File: config.mk
export PLATFORM = sky130hd
export DESIGN_NAME = soft_timer_bank_flat
export DESIGN_NICKNAME = d
export VERILOG_FILES = /design/src/rtl/stb_pkg.sv /design/src/rtl/stb_if.sv /design/src/rtl/stb_ram.sv /design/src/rtl/stb_ctrl.sv /design/src/rtl/soft_timer_bank.sv /design/src/flat_wrapper.sv
export VERILOG_INCLUDE_DIRS = /design/src /design/src/rtl
export SDC_FILE = /design/constraint.sdc
export NUM_CORES = 2
export LEC_CHECK = 0
export ABC_AREA = 1
export BUFFER_PORTS_ARGS = -buffer_cell sky130_fd_sc_hd__buf_2
export CAP_MARGIN = 20
export CORE_ASPECT_RATIO = 0.7
export CORE_MARGIN = 8
export CORE_UTILIZATION = 50
export DETAILED_ROUTE_END_ITERATION = 10
export GPL_ROUTABILITY_DRIVEN = 0
export HOLD_SLACK_MARGIN = 0.12
export PLACE_DENSITY_LB_ADDON = 0.25
export SLEW_MARGIN = 20
export SYNTH_ARGS = -nofsm -noshare
export SYNTH_HDL_FRONTEND = slang
export SYNTH_SLANG_ARGS = --single-unit
export TNS_END_PERCENT = 50
File: constraint.sdc
create_clock -name clk -period 11.54 [get_ports clk]
set_input_delay 0.577 -clock clk [delete_from_list [all_inputs] [get_ports clk]]
set_output_delay 0.577 -clock clk [all_outputs]
set_load 0.02 [all_outputs]
File: src/rtl/soft_timer_bank_macros.svh
// Assertion helpers for the timer bank; each expects clk and arst_n in scope.
`ifndef SOFT_TIMER_BANK_MACROS_SVH
`define SOFT_TIMER_BANK_MACROS_SVH

// Same-cycle implication, ignored while reset is asserted.
`define STB_ASSERT_NOW(lbl, ante, cons, msg) \
	lbl: assert property (@(posedge clk) disable iff (!arst_n) (ante) |-> (cons)) \
		else $error(msg);

// Next-cycle implication, ignored while reset is asserted.
`define STB_ASSERT_NEXT(lbl, ante, cons, msg) \
	lbl: assert property (@(posedge clk) disable iff (!arst_n) (ante) |=> (cons)) \
		else $error(msg);

`endif

File: src/rtl/stb_pkg.sv
`default_nettype none

package stb_pkg;

	localparam int FUNC_W   = 3;
	localparam int ID_W     = 5;
	localparam int TIME_W   = 32;
	localparam int STATUS_W = 2;

	typedef enum logic [FUNC_W-1:0] {
		FN_ADD    = 3'd0,
		FN_START  = 3'd1,
		FN_PAUSE  = 3'd2,
		FN_RESUME = 3'd3,
		FN_UPDATE = 3'd4
	} func_t;

	typedef enum logic [STATUS_W-1:0] {
		ST_OK     = 2'd0,
		ST_FULL   = 2'd1,
		ST_BAD_ID = 2'd2
	} status_t;

	typedef enum logic [1:0] {
		S_IDLE,
		S_CMD_WB,
		S_UPD,
		S_EMIT
	} state_t;

	// One timer entry as held in the timer memory.
	typedef struct packed {
		logic [TIME_W-1:0] elapsed;
		logic [TIME_W-1:0] period;
		logic              running;
		logic              notify;
	} entry_t;

	typedef struct packed {
		status_t         status;
		logic [ID_W-1:0] assigned_id;
		logic            expired;
		logic [ID_W-1:0] expired_id;
		logic            last;
	} result_t;

endpackage

`default_nettype wire

File: src/rtl/stb_if.sv
`default_nettype none

interface stb_cmd_if import stb_pkg::*; ();
	logic              valid;
	logic              ready;
	logic [FUNC_W-1:0] func;
	logic [ID_W-1:0]   timer_id;
	logic [TIME_W-1:0] period;
	logic              notify;
	logic [TIME_W-1:0] now_ms;

	modport source (output valid, func, timer_id, period, notify, now_ms, input ready);
	modport sink (input valid, func, timer_id, period, notify, now_ms, output ready);
endinterface

interface stb_rsp_if import stb_pkg::*; ();
	logic                valid;
	logic                ready;
	logic [STATUS_W-1:0] status;
	logic [ID_W-1:0]     assigned_id;
	logic                expired;
	logic [ID_W-1:0]     expired_id;
	logic                last;

	modport source (output valid, status, assigned_id, expired, expired_id, last,
		input ready);
	modport sink (input valid, status, assigned_id, expired, expired_id, last,
		output ready);
endinterface

`default_nettype wire

File: src/rtl/stb_ram.sv
`default_nettype none

module stb_ram #(
	parameter int WIDTH = 66,
	parameter int DEPTH = 16,
	localparam int AW = (DEPTH > 1) ? $clog2(DEPTH) : 1
) (
	input  wire logic             clk,
	input  wire logic             we,
	input  wire logic [AW-1:0]    waddr,
	input  wire logic [WIDTH-1:0] wdata,
	input  wire logic [AW-1:0]    raddr,
	output logic      [WIDTH-1:0] rdata
);

	logic [WIDTH-1:0] mem [DEPTH];

	always_ff @(posedge clk) begin
		if (we) begin
			mem[waddr] <= wdata;
		end
		rdata <= mem[raddr];
	end

endmodule

`default_nettype wire

File: src/rtl/stb_ctrl.sv
`default_nettype none

module stb_ctrl import stb_pkg::*; #(
	parameter int NUM_TIMERS = 16
) (
	input  wire logic clk,
	input  wire logic arst_n,
	stb_cmd_if.sink   cmd,
	input  wire logic slot_free,
	output logic      res_push,
	output result_t   res
);

	localparam int CW = $clog2(NUM_TIMERS + 1);
	localparam int IW = (NUM_TIMERS > 1) ? $clog2(NUM_TIMERS) : 1;
	localparam int XW = (CW > ID_W) ? CW : ID_W;
	localparam int EW = $bits(entry_t);

	state_t            state_q, state_d;
	logic [CW-1:0]     count_q;
	logic [TIME_W-1:0] last_time_q;
	logic [TIME_W-1:0] delta_q;
	func_t             func_q;
	logic [IW-1:0]     cmd_idx_q;
	logic [CW-1:0]     rd_idx_q;
	logic              rd_valid_s1;
	logic [IW-1:0]     rd_idx_s1;
	logic              hold_valid_q;
	logic [ID_W-1:0]   hold_id_q;
	result_t           res_q;

	logic          ram_we;
	logic [IW-1:0] ram_waddr;
	entry_t        ram_wdata;
	logic [IW-1:0] ram_raddr;
	logic [EW-1:0] ram_rdata;
	entry_t        rd_e;

	stb_ram #(
		.WIDTH(EW),
		.DEPTH(NUM_TIMERS)
	) u_ram (
		.clk  (clk),
		.we   (ram_we),
		.waddr(ram_waddr),
		.wdata(ram_wdata),
		.raddr(ram_raddr),
		.rdata(ram_rdata)
	);

	assign rd_e = ram_rdata;

	// Command decode
	logic          accept, is_add, is_cmd, is_upd, full, id_bad;
	logic [XW-1:0] id_x, cnt_x, id_m1, aid_x, eid_x;
	logic [IW-1:0] cmd_idx;
	result_t       res_acc;

	assign accept = cmd.valid && cmd.ready;
	assign is_add = cmd.func == FN_ADD;
	assign is_cmd = cmd.func == FN_START || cmd.func == FN_PAUSE || cmd.func == FN_RESUME;
	assign is_upd = cmd.func == FN_UPDATE;
	assign full   = count_q == CW'(NUM_TIMERS);
	assign id_x   = XW'(cmd.timer_id);
	assign cnt_x  = XW'(count_q);
	assign id_bad = id_x == '0 || id_x > cnt_x;
	assign id_m1  = id_x - XW'(1);
	assign cmd_idx = id_m1[IW-1:0];
	assign aid_x  = cnt_x + XW'(1);
	assign eid_x  = XW'(rd_idx_s1) + XW'(1);

	always_comb begin
		res_acc = '{status: ST_OK, assigned_id: '0, expired: 1'b0, expired_id: '0,
			last: 1'b1};
		if (is_add) begin
			if (full) begin
				res_acc.status = ST_FULL;
			end else begin
				res_acc.assigned_id = aid_x[ID_W-1:0];
			end
		end else if (is_cmd && id_bad) begin
			res_acc.status = ST_BAD_ID;
		end
	end

	// Update walk: saturating advance of the entry read last cycle
	logic [TIME_W:0]   sum_w;
	logic [TIME_W-1:0] sat;
	logic              hit, proc, report, stall, more, upd_done;

	assign sum_w    = {1'b0, rd_e.elapsed} + {1'b0, delta_q};
	assign sat      = sum_w[TIME_W] ? {TIME_W{1'b1}} : sum_w[TIME_W-1:0];
	assign hit      = sat >= rd_e.period;
	assign proc     = state_q == S_UPD && rd_valid_s1 && rd_e.running;
	assign report   = proc && hit && rd_e.notify;
	// a second expiry needs the held word out first
	assign stall    = report && hold_valid_q && !slot_free;
	assign more     = rd_idx_q < count_q;
	assign upd_done = state_q == S_UPD && !stall && !rd_valid_s1 && !more;

	always_comb begin
		state_d = state_q;
		case (state_q)
			S_IDLE: begin
				if (accept) begin
					if (is_upd) begin
						state_d = S_UPD;
					end else if (is_cmd && !id_bad) begin
						state_d = S_CMD_WB;
					end else begin
						state_d = S_EMIT;
					end
				end
			end
			S_CMD_WB: state_d = S_EMIT;
			S_UPD: begin
				if (upd_done) begin
					state_d = S_EMIT;
				end
			end
			S_EMIT: begin
				if (slot_free) begin
					state_d = S_IDLE;
				end
			end
			default: state_d = S_IDLE;
		endcase
	end

	always_comb begin
		cmd.ready = 1'b0;
		res_push  = 1'b0;
		res       = res_q;
		ram_we    = 1'b0;
		ram_waddr = cmd_idx_q;
		ram_wdata = rd_e;
		ram_raddr = cmd_idx;
		case (state_q)
			S_IDLE: begin
				cmd.ready = 1'b1;
				if (accept && is_add && !full) begin
					ram_we    = 1'b1;
					ram_waddr = count_q[IW-1:0];
					ram_wdata = '{elapsed: '0, period: cmd.period, running: 1'b0,
						notify: cmd.notify};
				end
			end
			S_CMD_WB: begin
				ram_we = 1'b1;
				case (func_q)
					FN_START: begin
						ram_wdata.elapsed = '0;
						ram_wdata.running = 1'b1;
					end
					FN_PAUSE: ram_wdata.running = 1'b0;
					default:  ram_wdata.running = 1'b1;
				endcase
			end
			S_UPD: begin
				// on a stall, read the held entry again so its data stays
				ram_raddr = stall ? rd_idx_s1 : rd_idx_q[IW-1:0];
				if (proc && !stall) begin
					ram_we            = 1'b1;
					ram_waddr         = rd_idx_s1;
					ram_wdata.elapsed = hit ? '0 : sat;
				end
				if (report && hold_valid_q && !stall) begin
					res_push = 1'b1;
					res      = '{status: ST_OK, assigned_id: '0, expired: 1'b1,
						expired_id: hold_id_q, last: 1'b0};
				end
			end
			S_EMIT: res_push = slot_free;
			default: ;
		endcase
	end

	always_ff @(posedge clk or negedge arst_n) begin
		if (!arst_n) begin
			state_q      <= S_IDLE;
			count_q      <= '0;
			last_time_q  <= '0;
			rd_idx_q     <= '0;
			rd_valid_s1  <= 1'b0;
			hold_valid_q <= 1'b0;
		end else begin
			state_q <= state_d;
			if (accept && is_add && !full) begin
				count_q <= count_q + CW'(1);
			end
			if (accept && is_upd) begin
				last_time_q  <= cmd.now_ms;
				rd_idx_q     <= '0;
				rd_valid_s1  <= 1'b0;
				hold_valid_q <= 1'b0;
			end
			if (state_q == S_UPD && !stall) begin
				if (report) begin
					hold_valid_q <= 1'b1;
				end
				rd_valid_s1 <= more;
				if (more) begin
					rd_idx_q <= rd_idx_q + CW'(1);
				end
			end
		end
	end

	always_ff @(posedge clk) begin
		if (accept) begin
			func_q    <= func_t'(cmd.func);
			cmd_idx_q <= cmd_idx;
			res_q     <= res_acc;
			if (is_upd) begin
				delta_q <= cmd.now_ms - last_time_q;
			end
		end
		if (state_q == S_UPD && !stall) begin
			rd_idx_s1 <= rd_idx_q[IW-1:0];
			if (report) begin
				hold_id_q <= eid_x[ID_W-1:0];
			end
		end
		if (upd_done && hold_valid_q) begin
			res_q <= '{status: ST_OK, assigned_id: '0, expired: 1'b1,
				expired_id: hold_id_q, last: 1'b1};
		end
	end

endmodule

`default_nettype wire

File: src/rtl/soft_timer_bank.sv
// Add, bad id and unused codes: after acceptance, S_EMIT pushes the word into the output register.
// Start, pause, resume: one read-modify-write of the timer memory, written back in S_CMD_WB.
// Update: S_UPD walks the allocated timers, one memory entry per cycle while not stalled;
// each further expiry word waits for the output register to drain.
// Next word accepted once the final one is in the output register.
// Reset (arst_n low, asynchronous) clears the timer count, the time base and all control;
// the timer memory is not cleared, each entry being written by its add before any use.
`default_nettype none

`include "soft_timer_bank_macros.svh"

module soft_timer_bank import stb_pkg::*; #(
	parameter int NUM_TIMERS = 16
) (
	input  wire logic clk,
	input  wire logic arst_n,
	stb_cmd_if.sink   cmd,
	stb_rsp_if.source rsp
);

	logic    res_push;
	result_t res;
	logic    slot_free;
	logic    rsp_valid_q;
	result_t rsp_q;

	assign slot_free = !rsp_valid_q || rsp.ready;

	stb_ctrl #(
		.NUM_TIMERS(NUM_TIMERS)
	) u_ctrl (
		.clk      (clk),
		.arst_n   (arst_n),
		.cmd      (cmd),
		.slot_free(slot_free),
		.res_push (res_push),
		.res      (res)
	);

	// Output register: hold the word until taken
	always_ff @(posedge clk or negedge arst_n) begin
		if (!arst_n) begin
			rsp_valid_q <= 1'b0;
		end else if (res_push) begin
			rsp_valid_q <= 1'b1;
		end else if (rsp.ready) begin
			rsp_valid_q <= 1'b0;
		end
	end

	always_ff @(posedge clk) begin
		if (res_push) begin
			rsp_q <= res;
		end
	end

	assign rsp.valid       = rsp_valid_q;
	assign rsp.status      = rsp_q.status;
	assign rsp.assigned_id = rsp_q.assigned_id;
	assign rsp.expired     = rsp_q.expired;
	assign rsp.expired_id  = rsp_q.expired_id;
	assign rsp.last        = rsp_q.last;

	`STB_ASSERT_NOW(a_no_overwrite, res_push && rsp_valid_q, rsp.ready, "result word overwritten")
	`STB_ASSERT_NEXT(a_busy_mid_walk, res_push && !res.last, !cmd.ready, "input taken mid update")
	`STB_ASSERT_NOW(a_expiry_form, rsp.valid && rsp.expired, rsp.status == ST_OK && rsp.assigned_id == '0, "malformed expiry word")

endmodule

`default_nettype wire

File: src/flat_wrapper.sv
// flat-port wrapper written by rule: the top's interface ports become plain ports
module soft_timer_bank_flat import stb_pkg::*;
#(
	parameter int NUM_TIMERS = 16
)
  (clk, arst_n, cmd_valid, cmd_func, cmd_timer_id, cmd_period, cmd_notify, cmd_now_ms, cmd_ready, rsp_valid, rsp_status, rsp_assigned_id, rsp_expired, rsp_expired_id, rsp_last, rsp_ready);
  stb_cmd_if cmd_i ();
  stb_rsp_if rsp_i ();
  input  wire logic clk;
  input  wire logic arst_n;
  input wire logic [$bits(cmd_i.valid)-1:0] cmd_valid;
  input wire logic [$bits(cmd_i.func)-1:0] cmd_func;
  input wire logic [$bits(cmd_i.timer_id)-1:0] cmd_timer_id;
  input wire logic [$bits(cmd_i.period)-1:0] cmd_period;
  input wire logic [$bits(cmd_i.notify)-1:0] cmd_notify;
  input wire logic [$bits(cmd_i.now_ms)-1:0] cmd_now_ms;
  output wire logic [$bits(cmd_i.ready)-1:0] cmd_ready;
  output wire logic [$bits(rsp_i.valid)-1:0] rsp_valid;
  output wire logic [$bits(rsp_i.status)-1:0] rsp_status;
  output wire logic [$bits(rsp_i.assigned_id)-1:0] rsp_assigned_id;
  output wire logic [$bits(rsp_i.expired)-1:0] rsp_expired;
  output wire logic [$bits(rsp_i.expired_id)-1:0] rsp_expired_id;
  output wire logic [$bits(rsp_i.last)-1:0] rsp_last;
  input wire logic [$bits(rsp_i.ready)-1:0] rsp_ready;
  assign cmd_i.valid = cmd_valid;
  assign cmd_i.func = cmd_func;
  assign cmd_i.timer_id = cmd_timer_id;
  assign cmd_i.period = cmd_period;
  assign cmd_i.notify = cmd_notify;
  assign cmd_i.now_ms = cmd_now_ms;
  assign cmd_ready = cmd_i.ready;
  assign rsp_valid = rsp_i.valid;
  assign rsp_status = rsp_i.status;
  assign rsp_assigned_id = rsp_i.assigned_id;
  assign rsp_expired = rsp_i.expired;
  assign rsp_expired_id = rsp_i.expired_id;
  assign rsp_last = rsp_i.last;
  assign rsp_i.ready = rsp_ready;
  soft_timer_bank #(.NUM_TIMERS(NUM_TIMERS)) u_core (.clk(clk), .arst_n(arst_n), .cmd(cmd_i), .rsp(rsp_i));
endmodule
# Word-level counts from Yosys, hierarchy flattened
# Memories as Yosys holds them, arrays and structs flattened. A register that Yosys moved wholly into a read port is not among the register bits.
# Cells that the tools add are included.
# W data, S select, Z words.
[totals] ff_bits=122 ram_bits=1056 input_bits=77 output_inout_bits=16 word_cells=130 n_memories=1
[memory_table] name="u_core.u_ctrl.u_ram.mem" words=16 width=66 read_ports=1 rd_clocked_by_memory_dff=1 write_ports=1 line_no="stb_ram.sv:16" source="logic [WIDTH-1:0] mem [DEPTH];"
[classes] addsub=6 order_cmp=3 eq_ne=13 n_mux=48 reduce_logical=38
[ops] op="$mux W32" n=5
[ops] op="$pmux W32 S3" n=1
[ops] op="$mux W66" n=1
[ops] op="$add A32 B32 Y33" n=1
[ops] op="$ge A32 B32 Y1" n=1
[ops] op="$sub A32 B32 Y32" n=1
[ops] op="$mux W14" n=2
[ops] op="$mux W5" n=5
[ops] op="$logic_and A1 B1 Y1" n=18
[ops] op="$mux W1" n=16
[ops] op="$mux W4" n=4
[ops] op="$mux W2" n=7
[ops] op="$mux W6" n=2
[ops] op="$add A5 B1 Y5 const B" n=2
[ops] op="$eq A3 B2 Y1 const B" n=3
[ops] op="$pmux W2 S4" n=1
[ops] op="$pmux W4 S2" n=1
[ops] op="$logic_not A1 Y1" n=7
[ops] op="$eq A3 B1 Y1 const B" n=2
[ops] op="$ne A2 B2 Y1 const B" n=3
[ops] op="$reduce_bool A2 Y1" n=3
[ops] op="$add A4 B1 Y5 const B" n=1
[ops] op="$eq A5 B5 Y1 const B" n=1
[ops] op="$gt A5 B5 Y1" n=1
[ops] op="13 further kinds" n=19

# Logic depth before layout (Yosys ltp)
[logic_depth] depth_word=13 depth_mapped=38 depth_no_buf=35

# Cells and area by module
# From an unflattened synthesis, not the netlist that was laid out.
[unflattened] cells_unflattened=5913 area_unflattened_um2=57839.2
[by_module_without_submodules] mod="stb_ram" n_inst=1 cells_each=4341 area_per_inst_um2=46804.9 seq_area_each_um2=33031.7
[by_module_without_submodules] mod="stb_ctrl" n_inst=1 cells_each=1553 area_per_inst_um2=10568.9 seq_area_each_um2=2902.8
[by_module_without_submodules] mod="soft_timer_bank" n_inst=1 cells_each=19 area_per_inst_um2=465.4 seq_area_each_um2=445.4

# Worst setup path after synthesis
# No wires, ideal clock.
[synth_path] path_type="flip-flop to flip-flop" from="reg u_core.u_ctrl.delta_q[0]" to="mem u_core.u_ctrl.u_ram.mem[11][0] (enable)" arrival_time_ps=6970 t_required_ps=11049 slack_ps=4079 stages_incl_launch_ff=33 synth_period_minus_slack_ps=7461 path_cell_list="edfxtp_1 > ha_1 > fa_1 > nand3_1 > nand3_1 > a21oi_1 > o21bai_1 > a21boi_0 > inv_1 > nand2_1 > nand2_1 > a21oi_1 > inv_1 > clkbuf_1 > nor2_1 > inv_1 > ha_1 > nand2_1 > nor2_1 > nand2_1 > nor2_1 > nor2_1 > nand2_1 > nand2_1 > nand2_1 > nand4_4 > nand2_1 > nand2_1 > inv_1 > nand2_1 > a21oi_1 > nand3_1 > nor2_1"
[synth_between] elab_chain_len=13
[synth_rtl] item="from (decl)" line_no="stb_ctrl.sv:22" source="logic [TIME_W-1:0] delta_q;"
[synth_rtl] item="from (signal assigned)" line_no="stb_ctrl.sv:215" source="delta_q <= cmd.now_ms - last_time_q;"
[synth_rtl] item="$add A32 B32 Y33 *" line_no="stb_ctrl.sv:91" source="assign sum_w = {1'b0, rd_e.elapsed} + {1'b0, delta_q};"
[synth_rtl] item="$mux W32 *" line_no="stb_ctrl.sv:92" source="assign sat = sum_w[TIME_W] ? {TIME_W{1'b1}} : sum_w[TIME_W-1:0];"
[synth_rtl] item="$ge A32 B32 Y1 *" line_no="stb_ctrl.sv:93" source="assign hit = sat >= rd_e.period;"
[synth_rtl] item="$logic_and A1 B1 Y1 * (2 in series)" line_no="stb_ctrl.sv:95" source="assign report = proc && hit && rd_e.notify;"
[synth_rtl] item="$logic_and A1 B1 Y1 * (2 in series)" line_no="stb_ctrl.sv:97" source="assign stall = report && hold_valid_q && !slot_free;"
[synth_rtl] item="$logic_not A1 Y1 *" line_no="stb_ctrl.sv:162" source="if (proc && !stall) begin"
[synth_rtl] item="$logic_and A1 B1 Y1 *" line_no="stb_ctrl.sv:162"
[synth_rtl] item="$mux W1" line_no="stb_ctrl.sv:162"
[synth_rtl] item="$pmux W1 S3" line_no="stb_ctrl.sv:138" source="case (state_q)"
[synth_rtl] item="$mux W1" line_no="stb_ram.sv:19" source="if (we) begin"
[synth_rtl] item="$mux W1 (implied by the code)" line_no="stb_ram.sv:20" source="mem[waddr] <= wdata;"
[synth_rtl] item="to (decl)" line_no="stb_ram.sv:16"
# Mark *: on every way between the ends. The rest lies on a longest branch, timed or not.

# Worst setup path in the final report
[layout_path] from="reg u_core.u_ctrl.delta_q[0]" to="mem u_core.u_ctrl.u_ram.mem[1][3] (enable)"
# The elaborated chain is that of the path after synthesis.

==> flow_metrics.py <==
metrics = {
    "run_status": {
        "outcome": "finished, final reports clean",
    },
    "routing": {
        "ant_nets": 0,
        "dr_total_vias": 40600,
        "drt-vias-per-instance": 5.54,
        "routed_wl_um": 156000,
        "drc": 0,
        "wl_per_cell_um": 21.2,
        "drtIter0Drc": 4470,
        "drtPass1Iterations": 6,
    },
    "clock_tree": {
        "cts_tree": "done",
        "htreeDepth": 3,
        "cts_root_buf": "clkbuf_16",
        "cts_buffer_depth": 3,
        "clk_transition_reported_paths_ns": 0.07,
        "cts.sinks": 1244,
        "clk_latency_ns": 0.74,
        "cts_inserted_buffers": 116,
    },
    "timing": {
        "fin_crit_ns": 8.38,
        "hold_ws_ns": 0.276,
        "hold_viol_final": 0,
        "slew-limit-headroom_pct": 23.4,
        "setup_viol": 0,
        "min_period_over_period_pct": 72.6,
        "slew_viol_final": 0,
        "fmax_mhz": 119,
        "tightest_slew_ns": 1.15,
        "fin_tns_setup_ns": 0,
        "fin_skew_ns": 0.0354,
        "rsz0062_at_grt": "false",
    },
    "worst_hold_path": {
        "hold_class": "primary input to register",
        "holdPathStages": 2,
        "hold_start": "cmd_timer_id[0]",
        "holdPathEnd": "u_core.u_ctrl.cmd_idx_q[0]",
    },
    "setup_path": {
        "arrival_ns": 8.72,
        "cpPeakStageDelay_ns": 0.91,
        "path_class": "register to register",
        "required_ns": 11.88,
        "critPathSlowestCell": "nor2_4",
        "regToRegStartpoint": "u_core.u_ctrl.delta_q[0]",
        "crit_path_end_kind": "register",
        "crit_family": "simple AND/OR/NAND/NOR gates",
        "path_buf_inv": 5,
        "crit_fanout": 41,
        "start_kind": "register",
        "cp_common_cell": "nand2_1",
        "rr_worst_depth": 32,
        "r2r_setup_slack_ns": 3.16,
        "r2r_end": "u_core.u_ctrl.u_ram.mem[1][3]",
    },
    "yosys": {
        "synthCells": 5653,
        "netlist_area_mm2": 0.0573,
        "avgSynthCellArea_um2": 10.1,
        "ys_ff_latch": 1244,
        "yosysMostFrequentCell": "nand3_1",
        "asyncSetResetFlopFracSynth_pct": 3.78,
        "syn-num-nets": 5847,
        "synth_area_leaders": "edfxtp_1 59%, nand3_1 11%, nand2_1 7.8%",
        "synth_edf_count": 1123,
        "ys_top_cells_by_count": "1231 x nand3_1, 1188 x nand2_1, 1123 x edfxtp_1",
        "synth_top_cell_by_area": "edfxtp_1",
        "ys.flop_type": "edfxtp_1",
        "synth_top_area_share_pct": 58.9,
        "synth_cell_type_count": 46,
        "yosys_warnings": 0,
        "ys_seq_area_share_pct": 63.5,
    },
    "global_route": {
        "met2_usage_pct": 36.6,
        "grt_busiest_layer": "met2",
        "grt-ovfl-total": 0,
        "grtUsageTotal_pct": 24.2,
        "grt_pass1_wl_um": 237000,
        "grtUsageMet1_pct": 35.7,
        "antenna_found_initial": 1,
        "grt_max_degree": 225,
        "grt_pass1_vias": 38500,
        "use_met3_pct": 3.83,
    },
    "placement": {
        "io_buffers": 92,
        "dp_hpwl_um": 84200,
    },
    "pwr": {
        "max-vdd-ir-drop_mv": 0.387,
        "p_leak_nw": 26.7,
        "power_density_mw_per_mm2": 286,
    },
    "floorplan": {
        "die-height_um": 299,
        "ios": 93,
        "coreArea_mm2": 0.114,
        "die_x_um": 420,
        "die_area_mm2": 0.126,
        "num_rows": 104,
        "start_util_pct": 50.1,
    },
    "finish": {
        "fin_nets": 5879,
        "nFillCells": 9840,
        "drive_gt1_share_pct": 7.17,
        "area_growth_pct": 11.1,
    },
    "job": {
        "maxCapViolations": 0,
    },
}
worst max-delay path by stage:
stage	slack, ns	cells after the start	end	from
final	3.16	32	u_core.u_ctrl.u_ram.mem[1][3]	u_core.u_ctrl.delta_q[0]
after global routing	2.50	32	u_core.u_ctrl.u_ram.mem[1][3]	u_core.u_ctrl.delta_q[0]
after CTS	3.26	32	u_core.u_ctrl.u_ram.mem[7][3]	u_core.u_ctrl.delta_q[0]
after detailed placement	3.32	32	u_core.u_ctrl.u_ram.mem[1][45]	u_core.u_ctrl.delta_q[0]
after global placement	3.51	32	u_core.u_ctrl.u_ram.mem[1][3]	u_core.u_ctrl.delta_q[0]
after floorplan	4.08	32	u_core.u_ctrl.u_ram.mem[11][0]	u_core.u_ctrl.delta_q[0]
area by class of cell:
cell class	count	area [um^2]	share of cell area (%)
well taps	1537	1920	3.02
inverters	899	3380	5.32
flip-flops and latches	1244	36400	57.2
diodes	2	5.00	0.00787
repair buffers	216	1660	2.61
multi-input cells	3208	16300	25.6
clock inverters	74	815	1.28
clock buffers	145	3180	4.99
registers in the layout, indices dropped and copies added, names as in the netlist, 2 cells and up:
name	count
u_core.u_ctrl.rd_idx_s1	4
u_core.u_ctrl.rd_idx_q	5
u_core.rsp.status	2
u_core.u_ctrl.u_ram.mem	1056
u_core.rsp.assigned_id	5
u_core.u_ctrl.cnt_x	5
u_core.u_ctrl.hold_id_q	5
u_core.u_ctrl.state_q	2
u_core.u_ctrl.delta_q	32
u_core.u_ctrl.res_q	13
u_core.u_ctrl.last_time_q	32
u_core.u_ctrl.func_q	3
u_core.u_ctrl.u_ram.rdata	66
u_core.rsp.expired_id	5
u_core.u_ctrl.cmd_idx_q	4
stage by stage:
stage                     utilization, %  total power, mW  cells  setup slack (ns)  instance area [um^2]
after floorplan                        -             11.7   5653              4.08                 57300
after global placement              51.8             14.0   7067              3.51                 59200
after detailed placement            51.8             14.1   7068              3.32                 59200
after CTS                           55.6             18.1   7323              3.26                 63600
after global routing                55.7             19.2   7323              2.50                 63600
final                               55.7             18.2   7325              3.16                 63600
cells by family (layout without fill, tap and decap cells):
group / Yosys count / after routing / share of synthesized area (%)
compound gates: 326 / 326 / 3.19
xor+xnor: 44 / 44 / 0.673
fa+ha+maj: 117 / 117 / 2.58
buf+inv: 1201 / 1334 / 8.47
flops: 1244 / 1244 / 63.5
mux: 1 / 1 / 0.0175
other cells: 0 / 2 / 0
simple gates: 2720 / 2720 / 21.5
what timing repair did:
| action | 4_1_cts | 5_1_grt |
|---|---|---|
| gates resized for setup | 0 | 0 |
| setup buffers | 0 | 0 |
| hold buffers | 36 | 0 |
| hold endpoints to repair | 82 | 0 |
metal layers:
layer / vias up / wire, um
met5: - / 0
met4: 0 / 5190
met3: 286 / 13200
met2: 1788 / 69200
met1: 19500 / 68000
li1: 19100 / -
cell usage in the layout (no fill, tap or decap), types with 36 or more instances in the layout:
master	n
nand2_1	1187
edfxtp_1	1123
nand3b_1	124
nand3_1	1231
a21oi_1	112
nor2_1	117
o21ai_0	122
dfrtp_1	47
dlygate4sd3_1	36
ha_1	115
clkbuf_16	119
buf_2	91
buf_4	75
inv_1	895
dfxtp_1	74
power by group:
group / switching [mW] / internal (mW)
combinational: 5.44 / 2.05
clock: 1.70 / 2.31
sequential: 0.280 / 6.41
Note: power is estimated with default switching activity, not from simulation.
